[config.mk]
export PLATFORM = sky130hd
export DESIGN_NAME = dual_channel_command_voter_flat
export DESIGN_NICKNAME = d
export VERILOG_FILES = /design/src/hw/rtl/dcv_pkg.sv /design/src/hw/rtl/dcv_if.sv /design/src/hw/rtl/dcv_ctrl.sv /design/src/hw/rtl/dcv_datapath.sv /design/src/hw/rtl/dual_channel_command_voter.sv /design/src/flat_wrapper.sv
export SDC_FILE = /design/constraint.sdc
export NUM_CORES = 1
export LEC_CHECK = 0
export BUFFER_PORTS_ARGS = -buffer_cell sky130_fd_sc_hd__buf_4
export CAP_MARGIN = 20
export CORE_ASPECT_RATIO = 0.7
export CORE_UTILIZATION = 25
export CTS_BUF_LIST = sky130_fd_sc_hd__clkbuf_4
export DETAILED_ROUTE_END_ITERATION = 12
export PLACE_DENSITY_LB_ADDON = 0.3
export SYNTH_ARGS = -nofsm -noshare
export SYNTH_HDL_FRONTEND = slang
export SYNTH_SLANG_ARGS = --single-unit
[constraint.sdc]
create_clock -name clk -period 12.3 [get_ports clk]
set_input_delay 2.46 -clock clk [delete_from_list [all_inputs] [get_ports clk]]
set_output_delay 2.46 -clock clk [all_outputs]
set_load 0.05 [all_outputs]
[src/hw/rtl/dcv_pkg.sv]
// Shared types, codes and constants of the dual-channel command voter.
package dcv_pkg;

  // Record layout
  localparam int REC_LEN             = 13;
  localparam int ANALOG_CHANNELS_DEF = 8;
  localparam logic [3:0] SLOT_SAFETY = 4'd8;
  localparam logic [3:0] SLOT_DIR_HI = 4'd9;
  localparam logic [3:0] SLOT_DIR_LO = 4'd10;
  localparam logic [3:0] SLOT_DIG1   = 4'd11;
  localparam logic [3:0] SLOT_DIG2   = 4'd12;
  localparam logic [3:0] SLOT_LIMIT  = 4'd13;

  // Telegram layout
  localparam logic [3:0] TLG_SAFETY   = 4'd0;
  localparam logic [3:0] TLG_LAST_DIG = 4'd4;
  localparam logic [3:0] TLG_LAST     = 4'd12;

  // Operation codes
  typedef enum logic [1:0] {
    OP_LOAD_A = 2'd0,
    OP_LOAD_B = 2'd1,
    OP_EVAL   = 2'd2,
    OP_NONE   = 2'd3
  } op_t;

  // Configuration register indexes
  localparam logic [2:0] REG_TOLERANCE = 3'd0;
  localparam logic [2:0] REG_CONNECT   = 3'd1;
  localparam logic [2:0] REG_TAP_LOW   = 3'd2;
  localparam logic [2:0] REG_TAP_HIGH  = 3'd3;
  localparam logic [2:0] REG_TAP_NOM   = 3'd4;

  // Configuration reset values
  localparam logic [7:0] TOLERANCE_RST = 8'd20;
  localparam logic [7:0] CONNECT_RST   = 8'd22;
  localparam logic [7:0] TAP_LOW_RST   = 8'd122;
  localparam logic [7:0] TAP_HIGH_RST  = 8'd132;
  localparam logic [7:0] TAP_NOM_RST   = 8'd127;

  // Command class codes
  localparam logic [2:0] CLS_OFF     = 3'd0;
  localparam logic [2:0] CLS_SAFETY  = 3'd1;
  localparam logic [2:0] CLS_DIG_LOW = 3'd2;
  localparam logic [2:0] CLS_DIR     = 3'd3;
  localparam logic [2:0] CLS_DIG_HI  = 3'd4;
  localparam logic [2:0] CLS_ANALOG  = 3'd5;

  // Bit masks
  localparam logic [7:0] MASK_DIG1_CLS  = 8'hFE;
  localparam logic [7:0] MASK_DIG2_LOW  = 8'h03;
  localparam logic [7:0] MASK_DIG2_HIGH = 8'hFC;
  localparam logic [7:0] MASK_AUX       = 8'h0F;
  localparam logic [7:0] MASK_SAFETY    = 8'h01;
  localparam logic [7:0] STOP_FLAG_MASK = 8'h02;
  localparam logic [7:0] MASK_SAF_PAIR  = 8'h30;
  localparam logic [7:0] PRESENCE_RST   = 8'hFF;

  // Controller to datapath commands
  typedef struct packed {
    logic       load_a;
    logic       load_b;
    logic       eval;
    logic [3:0] idx;
  } dcv_ctl_t;

  // Latched evaluation results
  typedef struct packed {
    logic       dmis;
    logic       amis;
    logic [2:0] cls;
    logic       start;
  } dcv_res_t;

endpackage

[src/hw/rtl/dcv_if.sv]
// Handshake interfaces for the command and telegram channels.
interface dcv_in_if;
  logic       valid;
  logic       ready;
  logic [1:0] op;
  logic [3:0] slot;
  logic [7:0] value;
  logic [7:0] local_aux;

  modport source (output valid, op, slot, value, local_aux, input ready);
  modport sink (input valid, op, slot, value, local_aux, output ready);
endinterface

interface dcv_out_if;
  logic       valid;
  logic       ready;
  logic [3:0] telegram_index;
  logic [7:0] telegram_byte;
  logic       digital_mismatch;
  logic       analog_mismatch;
  logic [2:0] command_class;
  logic       start_active;
  logic       last;

  modport source (output valid, telegram_index, telegram_byte, digital_mismatch,
                  analog_mismatch, command_class, start_active, last,
                  input ready);
  modport sink (input valid, telegram_index, telegram_byte, digital_mismatch,
                analog_mismatch, command_class, start_active, last,
                output ready);
endinterface

[src/hw/rtl/dcv_ctrl.sv]
// Controller: accepts transactions and sequences the thirteen telegram bytes.
module dcv_ctrl
  import dcv_pkg::*;
(
  input  logic       clk,
  input  logic       rst_n,
  input  logic       in_valid,
  input  logic [1:0] in_op,
  input  logic       out_ready,
  output logic       in_ready,
  output logic       out_valid,
  output dcv_ctl_t   ctl
);

  typedef enum logic {
    S_IDLE,
    S_EMIT
  } state_t;

  state_t     state_r, state_nxt;
  logic [3:0] idx_r, idx_nxt;
  logic       in_ready_r, in_ready_nxt;
  logic       out_valid_r, out_valid_nxt;
  logic       in_acc;

  assign in_acc = in_valid && in_ready_r;

  // Commands to the datapath
  always_comb begin
    ctl.load_a = in_acc && (in_op == OP_LOAD_A);
    ctl.load_b = in_acc && (in_op == OP_LOAD_B);
    ctl.eval   = in_acc && (in_op == OP_EVAL);
    ctl.idx    = idx_r;
  end

  // Next state
  always_comb begin
    state_nxt     = state_r;
    idx_nxt       = idx_r;
    in_ready_nxt  = in_ready_r;
    out_valid_nxt = out_valid_r;
    unique case (state_r)
      S_IDLE: begin
        if (ctl.eval) begin
          state_nxt     = S_EMIT;
          idx_nxt       = TLG_SAFETY;
          in_ready_nxt  = 1'b0;
          out_valid_nxt = 1'b1;
        end
      end
      S_EMIT: begin
        if (out_ready) begin
          if (idx_r == TLG_LAST) begin
            state_nxt     = S_IDLE;
            in_ready_nxt  = 1'b1;
            out_valid_nxt = 1'b0;
          end else begin
            idx_nxt = idx_r + 4'd1;
          end
        end
      end
      default: begin
        state_nxt = S_IDLE;
      end
    endcase
  end

  // State and registered handshake outputs
  always_ff @(posedge clk) begin
    if (!rst_n) begin
      state_r     <= S_IDLE;
      idx_r       <= TLG_SAFETY;
      in_ready_r  <= 1'b1;
      out_valid_r <= 1'b0;
    end else begin
      state_r     <= state_nxt;
      idx_r       <= idx_nxt;
      in_ready_r  <= in_ready_nxt;
      out_valid_r <= out_valid_nxt;
    end
  end

  assign in_ready  = in_ready_r;
  assign out_valid = out_valid_r;

endmodule

[src/hw/rtl/dcv_datapath.sv]
// Datapath: channel records, configuration, voting and telegram byte select.
module dcv_datapath
  import dcv_pkg::*;
#(
  parameter int ANALOG_CHANNELS = ANALOG_CHANNELS_DEF
) (
  input  logic       clk,
  input  logic       rst_n,
  input  dcv_ctl_t   ctl,
  input  logic [3:0] slot,
  input  logic [7:0] value,
  input  logic [7:0] local_aux,
  input  logic       cfg_we,
  input  logic [2:0] cfg_index,
  input  logic [7:0] cfg_wdata,
  output logic [7:0] tlg_byte,
  output dcv_res_t   res
);

  logic [7:0] rec_a_r [REC_LEN];
  logic [7:0] rec_b_r [REC_LEN];
  logic [7:0] tol_r, conn_r, tap_low_r, tap_high_r, tap_nom_r;
  logic [7:0] presence_r, presence_nxt;
  logic       first_r;
  dcv_res_t   res_r, res_nxt;

  logic       saf_a, saf_b;
  logic [7:0] safety_byte;
  logic [7:0] dir_hi, dir_lo, dig1, dig2;
  logic [7:0] analog_out_of_tap;
  logic [7:0] analog_mis;
  logic [7:0] ana_val [8];
  logic [3:0] ana_slot;
  logic [3:0] dig_slot;

  // Record loads
  always_ff @(posedge clk) begin
    if (ctl.load_a && (slot < SLOT_LIMIT)) begin
      rec_a_r[slot] <= value;
    end
    if (ctl.load_b && (slot < SLOT_LIMIT)) begin
      rec_b_r[slot] <= value;
    end
  end

  // Configuration registers
  always_ff @(posedge clk) begin
    if (!rst_n) begin
      tol_r      <= TOLERANCE_RST;
      conn_r     <= CONNECT_RST;
      tap_low_r  <= TAP_LOW_RST;
      tap_high_r <= TAP_HIGH_RST;
      tap_nom_r  <= TAP_NOM_RST;
    end else if (cfg_we) begin
      unique case (cfg_index)
        REG_TOLERANCE: tol_r      <= cfg_wdata;
        REG_CONNECT:   conn_r     <= cfg_wdata;
        REG_TAP_LOW:   tap_low_r  <= cfg_wdata;
        REG_TAP_HIGH:  tap_high_r <= cfg_wdata;
        REG_TAP_NOM:   tap_nom_r  <= cfg_wdata;
        default: ;
      endcase
    end
  end

  // Voted fixed bytes
  always_comb begin
    saf_a = ((rec_a_r[SLOT_SAFETY] & MASK_SAFETY) != 8'h00) ||
            (rec_a_r[SLOT_DIR_HI] != 8'h00) || (rec_a_r[SLOT_DIR_LO] != 8'h00);
    saf_b = ((rec_b_r[SLOT_SAFETY] & MASK_SAFETY) != 8'h00) ||
            (rec_b_r[SLOT_DIR_HI] != 8'h00) || (rec_b_r[SLOT_DIR_LO] != 8'h00);
    safety_byte = {rec_a_r[SLOT_SAFETY][1], rec_b_r[SLOT_SAFETY][1], saf_a, saf_b, 4'h0};
    dir_hi = rec_a_r[SLOT_DIR_HI] & rec_b_r[SLOT_DIR_HI];
    dir_lo = rec_a_r[SLOT_DIR_LO] & rec_b_r[SLOT_DIR_LO];
    dig1   = rec_a_r[SLOT_DIG1] & rec_b_r[SLOT_DIG1];
    dig2   = rec_a_r[SLOT_DIG2] & rec_b_r[SLOT_DIG2];
  end

  // Joystick presence (latched on first evaluation) and substituted values;
  // presence bit j belongs to analog slot j
  always_comb begin
    for (int j = 0; j < 8; j++) begin
      presence_nxt[j] = first_r ? (rec_b_r[j] >= conn_r) : presence_r[j];
      ana_val[j]      = presence_nxt[j] ? rec_b_r[j] : tap_nom_r;
      analog_out_of_tap[j] = (ana_val[j] < tap_low_r) || (ana_val[j] > tap_high_r);
    end
  end

  // Per-channel tolerance window, 9-bit so a +- t never wraps
  always_comb begin
    for (int i = 0; i < 8; i++) begin
      if (i < ANALOG_CHANNELS) begin
        analog_mis[i] = (({1'b0, rec_b_r[i]} + {1'b0, tol_r}) < {1'b0, rec_a_r[i]}) ||
                        ({1'b0, rec_b_r[i]} > ({1'b0, rec_a_r[i]} + {1'b0, tol_r}));
      end else begin
        analog_mis[i] = 1'b0;
      end
    end
  end

  // Flags and priority class
  always_comb begin
    res_nxt.dmis = (rec_a_r[SLOT_DIR_HI] != rec_b_r[SLOT_DIR_HI]) ||
                   (rec_a_r[SLOT_DIR_LO] != rec_b_r[SLOT_DIR_LO]) ||
                   (rec_a_r[SLOT_DIG1] != rec_b_r[SLOT_DIG1]) ||
                   (rec_a_r[SLOT_DIG2] != rec_b_r[SLOT_DIG2]);
    res_nxt.amis  = |analog_mis;
    res_nxt.start = dig1[0];
    priority if (((safety_byte & MASK_SAF_PAIR) != 8'h00) &&
                 (((rec_a_r[SLOT_SAFETY] & MASK_SAFETY) != 8'h00) ||
                  ((rec_b_r[SLOT_SAFETY] & MASK_SAFETY) != 8'h00))) begin
      res_nxt.cls = CLS_SAFETY;
    end else if (((dig1 & MASK_DIG1_CLS) != 8'h00) ||
                 ((dig2 & MASK_DIG2_LOW) != 8'h00)) begin
      res_nxt.cls = CLS_DIG_LOW;
    end else if ((dir_lo != 8'h00) || (dir_hi != 8'h00)) begin
      res_nxt.cls = CLS_DIR;
    end else if (((local_aux & MASK_AUX) != 8'h00) ||
                 ((dig2 & MASK_DIG2_HIGH) != 8'h00)) begin
      res_nxt.cls = CLS_DIG_HI;
    end else if (|analog_out_of_tap) begin
      res_nxt.cls = CLS_ANALOG;
    end else begin
      res_nxt.cls = CLS_OFF;
    end
  end

  // Evaluation state
  always_ff @(posedge clk) begin
    if (!rst_n) begin
      presence_r <= PRESENCE_RST;
      first_r    <= 1'b1;
    end else if (ctl.eval) begin
      presence_r <= presence_nxt;
      first_r    <= 1'b0;
    end
  end

  always_ff @(posedge clk) begin
    if (ctl.eval) begin
      res_r <= res_nxt;
    end
  end

  // Telegram byte select; analog index 5..12 maps to slot 7..0
  assign ana_slot = TLG_LAST - ctl.idx;
  assign dig_slot = ctl.idx + SLOT_SAFETY;

  always_comb begin
    priority if (ctl.idx == TLG_SAFETY) begin
      tlg_byte = safety_byte;
    end else if (ctl.idx <= TLG_LAST_DIG) begin
      tlg_byte = rec_a_r[dig_slot] & rec_b_r[dig_slot];
    end else begin
      tlg_byte = presence_r[ana_slot[2:0]] ? rec_b_r[ana_slot] : tap_nom_r;
    end
  end

  assign res = res_r;

endmodule

[src/hw/rtl/dual_channel_command_voter.sv]
// Top level of the dual-channel command voter.
// Load transactions (op 0 channel A, op 1 channel B) store one record byte;
// slots 13 to 15 and op 3 are accepted and ignored. An evaluate transaction
// (op 2) is voted in the cycle it is accepted and then yields thirteen
// telegram transactions, index 0 to 12, one per cycle while out_tlg.ready is
// high; last marks index 12. The input stays not ready from the evaluate
// until the last telegram byte is taken. Joystick presence is latched from
// channel B on the first evaluate after reset. Configuration writes via
// cfg_we/cfg_index/cfg_wdata must be made while the block is idle.
module dual_channel_command_voter
  import dcv_pkg::*;
#(
  parameter int ANALOG_CHANNELS = ANALOG_CHANNELS_DEF
) (
  input  logic        clk,
  input  logic        rst_n,
  dcv_in_if.sink      in_cmd,
  dcv_out_if.source   out_tlg,
  input  logic        cfg_we,
  input  logic [2:0]  cfg_index,
  input  logic [7:0]  cfg_wdata
);

  dcv_ctl_t   ctl;
  dcv_res_t   res;
  logic       in_ready;
  logic       out_valid;
  logic [7:0] tlg_byte;

  dcv_ctrl u_ctrl (
    .clk       (clk),
    .rst_n     (rst_n),
    .in_valid  (in_cmd.valid),
    .in_op     (in_cmd.op),
    .out_ready (out_tlg.ready),
    .in_ready  (in_ready),
    .out_valid (out_valid),
    .ctl       (ctl)
  );

  dcv_datapath #(
    .ANALOG_CHANNELS (ANALOG_CHANNELS)
  ) u_datapath (
    .clk       (clk),
    .rst_n     (rst_n),
    .ctl       (ctl),
    .slot      (in_cmd.slot),
    .value     (in_cmd.value),
    .local_aux (in_cmd.local_aux),
    .cfg_we    (cfg_we),
    .cfg_index (cfg_index),
    .cfg_wdata (cfg_wdata),
    .tlg_byte  (tlg_byte),
    .res       (res)
  );

  // Channel outputs
  assign in_cmd.ready             = in_ready;
  assign out_tlg.valid            = out_valid;
  assign out_tlg.telegram_index   = ctl.idx;
  assign out_tlg.telegram_byte    = tlg_byte;
  assign out_tlg.digital_mismatch = res.dmis;
  assign out_tlg.analog_mismatch  = res.amis;
  assign out_tlg.command_class    = res.cls;
  assign out_tlg.start_active     = res.start;
  assign out_tlg.last             = (ctl.idx == TLG_LAST);

  // Input and output sides are never open together
  a_exclusive: assert property (@(posedge clk) disable iff (!rst_n)
    !(in_cmd.ready && out_tlg.valid))
    else $error("input ready while telegram pending");

  // An evaluate starts the telegram at the safety byte
  a_eval_start: assert property (@(posedge clk) disable iff (!rst_n)
    (in_cmd.valid && in_cmd.ready && (in_cmd.op == OP_EVAL)) |=>
      (out_tlg.valid && (out_tlg.telegram_index == TLG_SAFETY)))
    else $error("evaluate did not start telegram at index 0");

  // Taking the last byte reopens the input
  a_last_done: assert property (@(posedge clk) disable iff (!rst_n)
    (out_tlg.valid && out_tlg.ready && out_tlg.last) |=>
      (in_cmd.ready && !out_tlg.valid))
    else $error("input not reopened after last telegram byte");

  // Index steps by one per taken byte
  a_index_step: assert property (@(posedge clk) disable iff (!rst_n)
    (out_tlg.valid && out_tlg.ready && !out_tlg.last) |=>
      (out_tlg.valid &&
       (out_tlg.telegram_index == ($past(out_tlg.telegram_index) + 4'd1))))
    else $error("telegram index skipped");

endmodule
[src/flat_wrapper.sv]
// flat-port wrapper written by rule: the top's interface ports become plain ports
module dual_channel_command_voter_flat import dcv_pkg::*;
#(
  parameter int ANALOG_CHANNELS = ANALOG_CHANNELS_DEF
)
  (clk, rst_n, cfg_we, cfg_index, cfg_wdata, in_cmd_valid, in_cmd_op, in_cmd_slot, in_cmd_value, in_cmd_local_aux, in_cmd_ready, out_tlg_valid, out_tlg_telegram_index, out_tlg_telegram_byte, out_tlg_digital_mismatch, out_tlg_analog_mismatch, out_tlg_command_class, out_tlg_start_active, out_tlg_last, out_tlg_ready);
  dcv_in_if in_cmd_i ();
  dcv_out_if out_tlg_i ();
  input  logic clk;
  input  logic rst_n;
  input  logic cfg_we;
  input  logic [2:0] cfg_index;
  input  logic [7:0] cfg_wdata;
  input wire logic [$bits(in_cmd_i.valid)-1:0] in_cmd_valid;
  input wire logic [$bits(in_cmd_i.op)-1:0] in_cmd_op;
  input wire logic [$bits(in_cmd_i.slot)-1:0] in_cmd_slot;
  input wire logic [$bits(in_cmd_i.value)-1:0] in_cmd_value;
  input wire logic [$bits(in_cmd_i.local_aux)-1:0] in_cmd_local_aux;
  output wire logic [$bits(in_cmd_i.ready)-1:0] in_cmd_ready;
  output wire logic [$bits(out_tlg_i.valid)-1:0] out_tlg_valid;
  output wire logic [$bits(out_tlg_i.telegram_index)-1:0] out_tlg_telegram_index;
  output wire logic [$bits(out_tlg_i.telegram_byte)-1:0] out_tlg_telegram_byte;
  output wire logic [$bits(out_tlg_i.digital_mismatch)-1:0] out_tlg_digital_mismatch;
  output wire logic [$bits(out_tlg_i.analog_mismatch)-1:0] out_tlg_analog_mismatch;
  output wire logic [$bits(out_tlg_i.command_class)-1:0] out_tlg_command_class;
  output wire logic [$bits(out_tlg_i.start_active)-1:0] out_tlg_start_active;
  output wire logic [$bits(out_tlg_i.last)-1:0] out_tlg_last;
  input wire logic [$bits(out_tlg_i.ready)-1:0] out_tlg_ready;
  assign in_cmd_i.valid = in_cmd_valid;
  assign in_cmd_i.op = in_cmd_op;
  assign in_cmd_i.slot = in_cmd_slot;
  assign in_cmd_i.value = in_cmd_value;
  assign in_cmd_i.local_aux = in_cmd_local_aux;
  assign in_cmd_ready = in_cmd_i.ready;
  assign out_tlg_valid = out_tlg_i.valid;
  assign out_tlg_telegram_index = out_tlg_i.telegram_index;
  assign out_tlg_telegram_byte = out_tlg_i.telegram_byte;
  assign out_tlg_digital_mismatch = out_tlg_i.digital_mismatch;
  assign out_tlg_analog_mismatch = out_tlg_i.analog_mismatch;
  assign out_tlg_command_class = out_tlg_i.command_class;
  assign out_tlg_start_active = out_tlg_i.start_active;
  assign out_tlg_last = out_tlg_i.last;
  assign out_tlg_i.ready = out_tlg_ready;
  dual_channel_command_voter #(.ANALOG_CHANNELS(ANALOG_CHANNELS)) u_core (.clk(clk), .rst_n(rst_n), .in_cmd(in_cmd_i), .out_tlg(out_tlg_i), .cfg_we(cfg_we), .cfg_index(cfg_index), .cfg_wdata(cfg_wdata));
endmodule
==> results of run 1 <==
cell type report:
cell class,instances,area [sq um],share of cell area (%)
diodes,3,7.51,0.0266
repair buffers,78,578,2.05
well taps,1323,1660,5.87
clock inverters,31,163,0.577
flip-flops and latches,318,8990,31.9
clock buffers,118,886,3.14
multi-input cells,1824,15300,54.3
inverters,158,593,2.10
final timing paths:
kind / cells past startpoint / start / slack [ps] / to
worst min register to register: 2 / u_core.u_datapath.conn_r[3] / 470 / u_core.u_datapath.conn_r[3]
worst max register to register: 15 / u_core.u_datapath.conn_r[0] / 6420 / u_core.u_datapath.res[3]
worst max-delay path: 10 / u_core.u_ctrl.idx_r[1] / 5330 / out_tlg_telegram_byte[3]
worst min-delay path: 2 / u_core.u_datapath.conn_r[3] / 470 / u_core.u_datapath.conn_r[3]
worst register-to-register path, stage by stage (launching register included):
cell	delay (ps)
sky130_fd_sc_hd__dfxtp_1	830
sky130_fd_sc_hd__ha_1	360
sky130_fd_sc_hd__nand2b_1	150
sky130_fd_sc_hd__a2111oi_0	400
sky130_fd_sc_hd__nor3_1	130
sky130_fd_sc_hd__o21ai_1	780
sky130_fd_sc_hd__mux2_2	440
sky130_fd_sc_hd__ha_1	290
sky130_fd_sc_hd__a21o_1	150
sky130_fd_sc_hd__a21oi_1	210
sky130_fd_sc_hd__o22ai_1	130
sky130_fd_sc_hd__or4_1	460
sky130_fd_sc_hd__nor4_2	300
sky130_fd_sc_hd__o2111ai_1	180
sky130_fd_sc_hd__a2111oi_2	660
sky130_fd_sc_hd__a21oi_1	170
cell usage after synthesis, types with 23 or more instances:
library cell                 n  share of area [%]
sky130_fd_sc_hd__a21oi_1   161                3.2
sky130_fd_sc_hd__mux2_2     56                2.5
sky130_fd_sc_hd__ha_1      466                 23
sky130_fd_sc_hd__a21o_1     59                1.8
sky130_fd_sc_hd__nand2_1   129                1.9
sky130_fd_sc_hd__a211oi_1   41                1.2
sky130_fd_sc_hd__mux4_2     40                3.6
sky130_fd_sc_hd__inv_1     156                2.3
sky130_fd_sc_hd__o21bai_1   52                1.6
sky130_fd_sc_hd__xnor2_1    74                2.6
sky130_fd_sc_hd__and3_1     35               0.88
sky130_fd_sc_hd__nand4_1    41                1.0
sky130_fd_sc_hd__nor2b_1    31               0.78
sky130_fd_sc_hd__nand3_1    37               0.74
sky130_fd_sc_hd__clkbuf_1   35               0.53
sky130_fd_sc_hd__nor4_1     27               0.68
sky130_fd_sc_hd__mux2i_1    23               0.92
sky130_fd_sc_hd__o211ai_1   26               0.78
sky130_fd_sc_hd__dfxtp_1    56                4.5
sky130_fd_sc_hd__xor2_1     24               0.84
sky130_fd_sc_hd__nor3_1     38               0.76
sky130_fd_sc_hd__edfxtp_1  262                 32
sky130_fd_sc_hd__o21ai_0    74                1.5
sky130_fd_sc_hd__nor2_1    109                1.6
power by group through the flow:
| stage | combinational (mW) | clock, mW | sequential (mW) |
|---|---|---|---|
| 4_1_cts | 0.316 | 0.994 | 1.21 |
| 2_1_floorplan | 0.203 | 0 | 1.22 |
| 3_5_place_dp | 0.313 | 0 | 1.23 |
| 6_report | 0.319 | 0.962 | 1.21 |
| 3_3_place_gp | 0.311 | 0 | 1.23 |
| 5_1_grt | 0.354 | 1.04 | 1.21 |
kinds of logic (layout without fill, tap and decap cells):
group                    Yosys count  after routing
other                              1             51
multiplexers                     119            119
AND/OR/NAND/NOR                  510            510
buffers and inverters            214            385
AO/OA/AOI/OAI                    566            566
flip-flops                       318            318
XOR/XNOR                          99             99
adder cells (fa/ha/maj)          482            482
stage by stage:
| step | cell area, sq um | std cells | hold slack, ps | total power, mW |
|---|---|---|---|---|
| floorplan | 25100 | 2356 | 443 | 1.42 |
| global placement | 27100 | 3696 | 456 | 1.54 |
| detailed placement | 27100 | 3696 | 461 | 1.54 |
| CTS | 28200 | 3845 | 470 | 2.52 |
| global route | 28200 | 3853 | 494 | 2.60 |
| finish | 28200 | 3853 | 466 | 2.49 |
per-layer routing:
| layer | routed length, microns | vias to the layer above | global-route usage (%) |
|---|---|---|---|
| met1 | 42300 | 9299 | 24.7 |
| met5 | 13 | - | 0 |
| met3 | 7410 | 107 | 5.23 |
| met2 | 33000 | 631 | 22.7 |
| li1 | - | 9177 | - |
| met4 | 1400 | 2 | 3.74 |
state kept, by name, indices dropped and copies added, names as in the netlist:
name,count
u_core.u_datapath.rec_b_r,128
u_core.u_datapath.rec_a_r,128
u_core.u_datapath.presence_r,8
u_core.u_ctrl.idx_r,4
u_core.u_datapath.tol_r,8
u_core.u_ctrl.in_ready,1
u_core.u_ctrl.out_valid,1
u_core.u_datapath.tap_nom_r,8
u_core.u_datapath.tap_low_r,8
u_core.u_ctrl.state_r,1
u_core.u_datapath.tap_high_r,8
u_core.u_datapath.res,6
u_core.u_datapath.first_r,1
u_core.u_datapath.conn_r,8
==> summary.md, run 1 <==
The routed wire length per instance works out to 21.8 microns. Summing the areas of all and, or, nand and nor instances in the mapped netlist gives 10.2% of the synthesized area. The deepest clock path buffer count is 3, and the arithmetic-cell share of the synthesized area counting full adders, half adders and majority gates is 24.7%. The most instantiated flip-flop cell in the synthesis netlist was sky130_fd_sc_hd__edfxtp_1. The number of register bits inferred by synthesis came out at 318. The floorplan step set the die height to 266 microns.

In the synthesized netlist, the number of instances is 2309. For the via count, the log shows 19216. The post-synthesis to final-layout area growth was 13.0%; the largest net degree at the start of global routing was 56.

Final routed DRC violation total: 0. The share of synthesized flip-flops with an asynchronous set or reset is 0%, and the slew at the pin closest to its max-slew limit is 1160 ps. The element type at the critical path start was a register. In the final timing run, aggregate negative setup slack is 0 ps. TritonCTS built the clock tree. The fraction of power consumed by combinational cells was 12.8%; the max-slew violation count was 0.

The most frequent standard cell in the layout excluding fill and tap cells is sky130_fd_sc_hd__ha_1. The top fanout value on the critical path is 22. The synthesized netlist devotes 15.1% of its cell area to compound gates. Clock-pin slew was measured on the worst setup and hold paths at 70 ps. Data arrives at the worst endpoint at 4510 ps. Of the cells placed in the final design, the portion with a size suffix greater than 1 is 12.6%.

Detailed placement ended at an HPWL of 62200 microns. The signal on the critical path passes through buf_4 > inv_1 > ha_1 > xor2_2 > buf_4 > mux2i_1 > buf_4 > mux2i_1 > a211oi_1 > buf_4. The Yosys step of the flow raised 0 warnings. The area of the core was 98400 sq um.

After synthesis, the largest family of logic cells by area is adder cells. Of the synthesized area, sequential elements account for 36.0%. The tools report the post-detailed-route count of antenna-violating nets as 0.

The critical path in this run is classified as reg -> out. The later pin in the worst-skew pair is clocked with a latency of 900 ps. Largest stage delay on the critical path: 660 ps.

The number of nets in the layout is 2986. Clock skew on the completed layout was measured at 77.4 ps. Share of synthesized area spent on multiplexers: 7.06%. The worst path meets setup with 5330 ps of slack. The sequential share of power was 48.5%. The cell repeated most along the worst path is sky130_fd_sc_hd__buf_4. VDD sags by at most 0.0493 mV. Critical path data required time: 9840 ps. Cell with the biggest individual delay on the critical path: sky130_fd_sc_hd__xor2_2. Across the run, the number of max-cap violations was 0. The final clock period utilization by the worst path was 56.6%. The run finished with clean final reports. Fill cells in the final layout number 10237. CTS placed an instance of sky130_fd_sc_hd__clkbuf_4 at the clock tree root. The analysis attributes to cell leakage a power of 11.7 nW.

Counting flops with a built-in enable in the synthesized netlist gives 262. For this design the total switching power over the nets is 0.711 mW. Wires add up to 84200 microns. The wire length of the first global-routing pass is 123000 microns, and the via count of the first global-routing pass is 18472. For this run the aggregate overflow at the end of global routing stands at 0. In this run the worst hold path is classified as reg -> reg.

In the layout the commonest cells are 466 x sky130_fd_sc_hd__ha_1, 262 x sky130_fd_sc_hd__edfxtp_1, 161 x sky130_fd_sc_hd__a21oi_1. The final count of hold timing violations is 0, and the achievable clock frequency is 0.144 GHz. The number of top-level pins is 59. The die width came out at 380 microns.

The sort of element at the end of the critical path is an output pin. The run gives 21.8% as the worst relative slew slack. Among cell families on the critical path, the largest total delay comes from buffers and inverters. The tools report the number of antenna violations at the first check in global routing as 5.

The count of input and output buffers was 54. Setup violations remaining at the end of the flow were counted as 0. The tools report the number of distinct library cell variants in the gate-level netlist after synthesis as 76. Switching part of the total: 28.6%. Counting every sink on the clock net gives 318.

Setup repair after global routing left no endpoint under its margin. Dividing the detail-routed via count by the number of cells gives 4.99. In this run the cell area of the synthesized design comes to 24900 sq um. The run gives 28.7% as the post-route core utilization.

The die covers 101000 sq um. Global routing used 16.6% of the available tracks across all layers. For the count of hold-fix buffers inserted at cts, the log shows 0. The internal portion of the total power is 1.78 mW.

At the placement stage, the worst setup path has a slack of 5740 ps. The initialized floorplan defines 96 standard-cell rows. The tools report the number of clock buffers inserted by TritonCTS as 86.

Routability-driven placement finished with a final weighted congestion of 0.943. The logs give 1692 for the DRC violation total after the first TritonRoute iteration and 0 for the number of buffers inserted to repair setup after CTS. The power per cell area is 88.2 nW/um^2, and the total number of H-tree levels is 3. The synthesized netlist devotes 3.51% of its cell area to XOR and XNOR gates.

The post-synthesis area per instance came out at 10.8 sq um. The first detailed-routing pass took 5 iterations. The critical path contains buffers and inverters numbering 5 combined. In this run, the clock network consumes 38.7% of the power. The routed design could run at a clock period as short as 6970 ps. Post-CTS repair changed the size of 0 cells. For this configuration, the core starts out at a cell density of 25.4%.
Power figures use the tool's default switching activity.
==> run 2: changes to the inputs <==
Clock period 12.3 ns to 6.08 ns, I/O delays scaled along.
==> run 2 against run 1 <==
Cell area increased by 0.79%. Largest power group unchanged. Critical path depth stayed put. Non-clock buffer count grew 12. Power rose by 110%. Sequential power is 100% higher. Sequential share of layout area decreased by 0.25 points. Die area unchanged. Global-route usage is 0.41 points higher. Clock skew fell by 24 ps. Cell count is 0.52% higher. Flip-flop and latch count stayed put.
==> summary.md, run 2 (synthesis results as in run 1) <==
The flow ran to the end, and the final reports show no timing, DRC or antenna violations. The clock transition at the registers of the reported paths came out at 70 ps (about the same). The die width was 380 microns (unchanged); the global placement routability congestion was 0.959 (was 0.943). The top fanout value on the critical path is 26 (was 22). The achievable clock frequency is 0.174 GHz, and the cell depth of the worst flop-to-flop path is 16 (was 15). The leakage power was 11.8 nW (was 11.7 nW). Maximum VDD drop: 0.0917 mV (was 0.0493 mV).

The max-slew violation count was 0 (unchanged). Count of hold-fix buffers inserted at cts: 0 (unchanged). The tools report the starting density of the core as 25.4% (unchanged). The number of top-level pins is 59 (unchanged), and the worst setup slack after placement is 650 ps (was 5740 ps). Type of the most critical hold path: reg -> reg (unchanged). For the worst reg-to-reg setup slack, the log shows 560 ps (was 6420 ps). Largest clock skew in the final design: 52.9 ps (was 77.4 ps). The number of fill cells in the layout is 10244 (was 10237).

The tools report the reg-to-reg endpoint as u_core.u_datapath.res[3] (unchanged). The clock tree root buffer cell was sky130_fd_sc_hd__clkbuf_4 (unchanged). The post-synthesis to final-layout area growth was 13.9% (was 13.0%). The logs give 8 (was 5) for the number of antenna violations at the first check in global routing and 0 (unchanged) for the post-detailed-route count of antenna-violating nets. The via count came out at 19345 (was 19216). The tools report the final count of hold timing violations as 0 (unchanged).

Setup repair after global routing left no endpoint under its margin. Of the available clock period, the critical path in the final layout requires 94.4%. The launch point of the worst hold path is u_core.u_datapath.tap_high_r[5] (was u_core.u_datapath.conn_r[3]). The logs give 17.0% (was 16.6%) for the total global-route track usage and 18705 (was 18472) for the via count of the first global-routing pass. The proportion of layout cells with a drive suffix above 1 was 13.4% (was 12.6%).

For the endpoint arrival time on the critical path, the log shows 4520 ps (was 4510 ps). The number of buffers inserted to repair setup after CTS is 0 (unchanged), and the number of nets in the layout is 3000 (was 2986). The critical path data required time came out at 4860 ps (was 9840 ps). Final total negative setup slack: 0 ps (unchanged). The run gives 96 (unchanged) as the number of cell rows.

The number of standard cells in the final layout excluding fillers was 3873 (was 3853); the sink count of the clock tree was 318 (unchanged). Count of TritonRoute iterations in the first routing pass: 5 (unchanged). The setup violation total in the final timing report is 0 (unchanged), and the area of the core is 98400 sq um (unchanged). The run gives 3 (unchanged) as the total number of H-tree levels.

Minimum hold slack: 468 ps (was 466 ps). Critical path cell sequence: clkinv_1 > ha_1 > xor2_2 > buf_4 > mux4_2 > mux2i_1 > a211oi_1 > o21ai_0 > o21ai_0 > buf_4 (was buf_4 > inv_1 > ha_1 > xor2_2 > buf_4 > mux2i_1 > buf_4 > mux2i_1 > a211oi_1 > buf_4). The placed cell count was 3710 (was 3696). The cell with the biggest individual delay on the critical path was sky130_fd_sc_hd__dfxtp_4 (was sky130_fd_sc_hd__xor2_2). The worst relative slew slack came out at 22.7% (was 21.8%).

Slew at the pin closest to its max-slew limit: 1150 ps (was 1160 ps). Commonest cells after routing, fill and taps aside: 466 x sky130_fd_sc_hd__ha_1, 262 x sky130_fd_sc_hd__edfxtp_1, 161 x sky130_fd_sc_hd__a21oi_1 (unchanged). The most frequent standard cell in the layout excluding fill and tap cells is sky130_fd_sc_hd__ha_1 (unchanged).

The tools report the element type at the critical path start as a register (unchanged). The shortest period the worst path allows works out to 5740 ps. Startpoint of the worst-slack reg-to-reg timing path: u_core.u_datapath.conn_r[7] (was u_core.u_datapath.conn_r[0]).

The sum of routed wire length over all layers came out at 86500 microns (was 84200 microns). The via-per-instance ratio works out to 4.99 (about the same). The overall die area was 101000 sq um (unchanged). The floorplan die height was 266 microns (unchanged); the wire length of the first global-routing pass was 125000 microns (was 123000 microns).

The post-route total power came out at 5.17 mW (was 2.49 mW). The clock latency on the worst-skew pair was 890 ps (was 900 ps). The number of clock buffers inserted by TritonCTS is 88 (was 86), and the number of instances on the worst hold path is 2 (unchanged). The routed wire length per instance was 22.3 microns (was 21.8 microns); the number of max-cap violations was 0 (unchanged). The DRC violation total after the first TritonRoute iteration is 1921 (was 1692). Largest net degree at the start of global routing: 56 (unchanged). The remaining global-route overflow came out at 0 (unchanged). Regs by FF count: u_core.u_datapath.rec_a_r (128), u_core.u_datapath.rec_b_r (128) (unchanged). The detailed placer's ending HPWL was 64100 microns (was 62200 microns). The final routed DRC violation total is 0 (unchanged), and the deepest clock path buffer count is 3 (unchanged). Critical path's top delay family: multiplexers (was buffers and inverters). The run gives 340 ps (was 5330 ps) as the setup slack after layout.

Largest stage delay on the critical path: 650 ps (was 660 ps). The type of the worst setup path is reg -> out (unchanged). The end point of the worst hold path is u_core.u_datapath.tap_high_r[5] (was u_core.u_datapath.conn_r[3]). The number of buffers and inverters on the critical path is 3 (was 5). Post-cts repair resize count: 0 (unchanged).

The power per cell area is 182 nW/um^2 (was 88.2 nW/um^2). The sort of element at the end of the critical path is an output pin (unchanged). The count of input and output buffers came out at 54 (unchanged). TritonCTS built the clock tree.
==> run 2: cell types whose count changed in the layout (fill, tap and decap cells not counted), sizes merged <==
cell      before  now
buf           77   90
bufinv         1    3
inv          157  158
clkbuf       119  123
clkinvlp       2    1
diode          3    4
==> run 2: stage by stage <==
step                      util [%]  instance area, sq um
final                         28.9                 28400
after global routing          28.9                 28400
after CTS                     28.8                 28400
after detailed placement      27.7                 27200
after global placement        27.7                 27200
after floorplan                  -                 25100
==> run 2: cell type report <==
type | instances | area (sq um) | area share (%)
Antenna cell | 4 | 10.0 | 0.0352
Multi-Input combinational cell | 1824 | 15300 | 53.9
Clock inverter | 33 | 233 | 0.819
Clock buffer | 123 | 923 | 3.25
Tap cell | 1323 | 1660 | 5.83
Timing Repair Buffer | 90 | 691 | 2.43
Sequential cell | 318 | 8990 | 31.7
Inverter | 158 | 593 | 2.09
==> run 2: how the worst max path moves through the flow <==
stage | start | endpoint | cells after the start
after CTS | u_core.u_ctrl.idx_r[0] | out_tlg_telegram_byte[6] | 10
after global placement | u_core.u_datapath.conn_r[2] | u_core.u_datapath.res[3] | 15
after floorplan | u_core.u_ctrl.idx_r[0] | out_tlg_telegram_byte[1] | 13
final | u_core.u_ctrl.idx_r[0] | out_tlg_telegram_byte[6] | 10
after detailed placement | u_core.u_datapath.conn_r[2] | u_core.u_datapath.res[3] | 15
after global routing | u_core.u_ctrl.idx_r[0] | out_tlg_telegram_byte[6] | 10
==> run 2: worst min-delay path: stages, from the launching register on <==
cell                       delay (ps)
sky130_fd_sc_hd__dfxtp_1          310
sky130_fd_sc_hd__nand2_1           50
sky130_fd_sc_hd__a21boi_0          60
==> run 2: routing by layer <==
| layer | track usage, % | wire length, microns | up-vias |
|---|---|---|---|
| met5 | 0 | 0 | - |
| li1 | - | - | 9206 |
| met3 | 5.22 | 8700 | 130 |
| met1 | 25.1 | 42400 | 9221 |
| met2 | 23.0 | 33100 | 788 |
| met4 | 5.20 | 2310 | 0 |
==> run 2: report_power, final <==
part | internal [mW] | switching [mW]
Clock | 1.07 | 1.01
Combinational | 0.254 | 0.394
Sequential | 2.40 | 0.0477
Total | 3.72 | 1.45
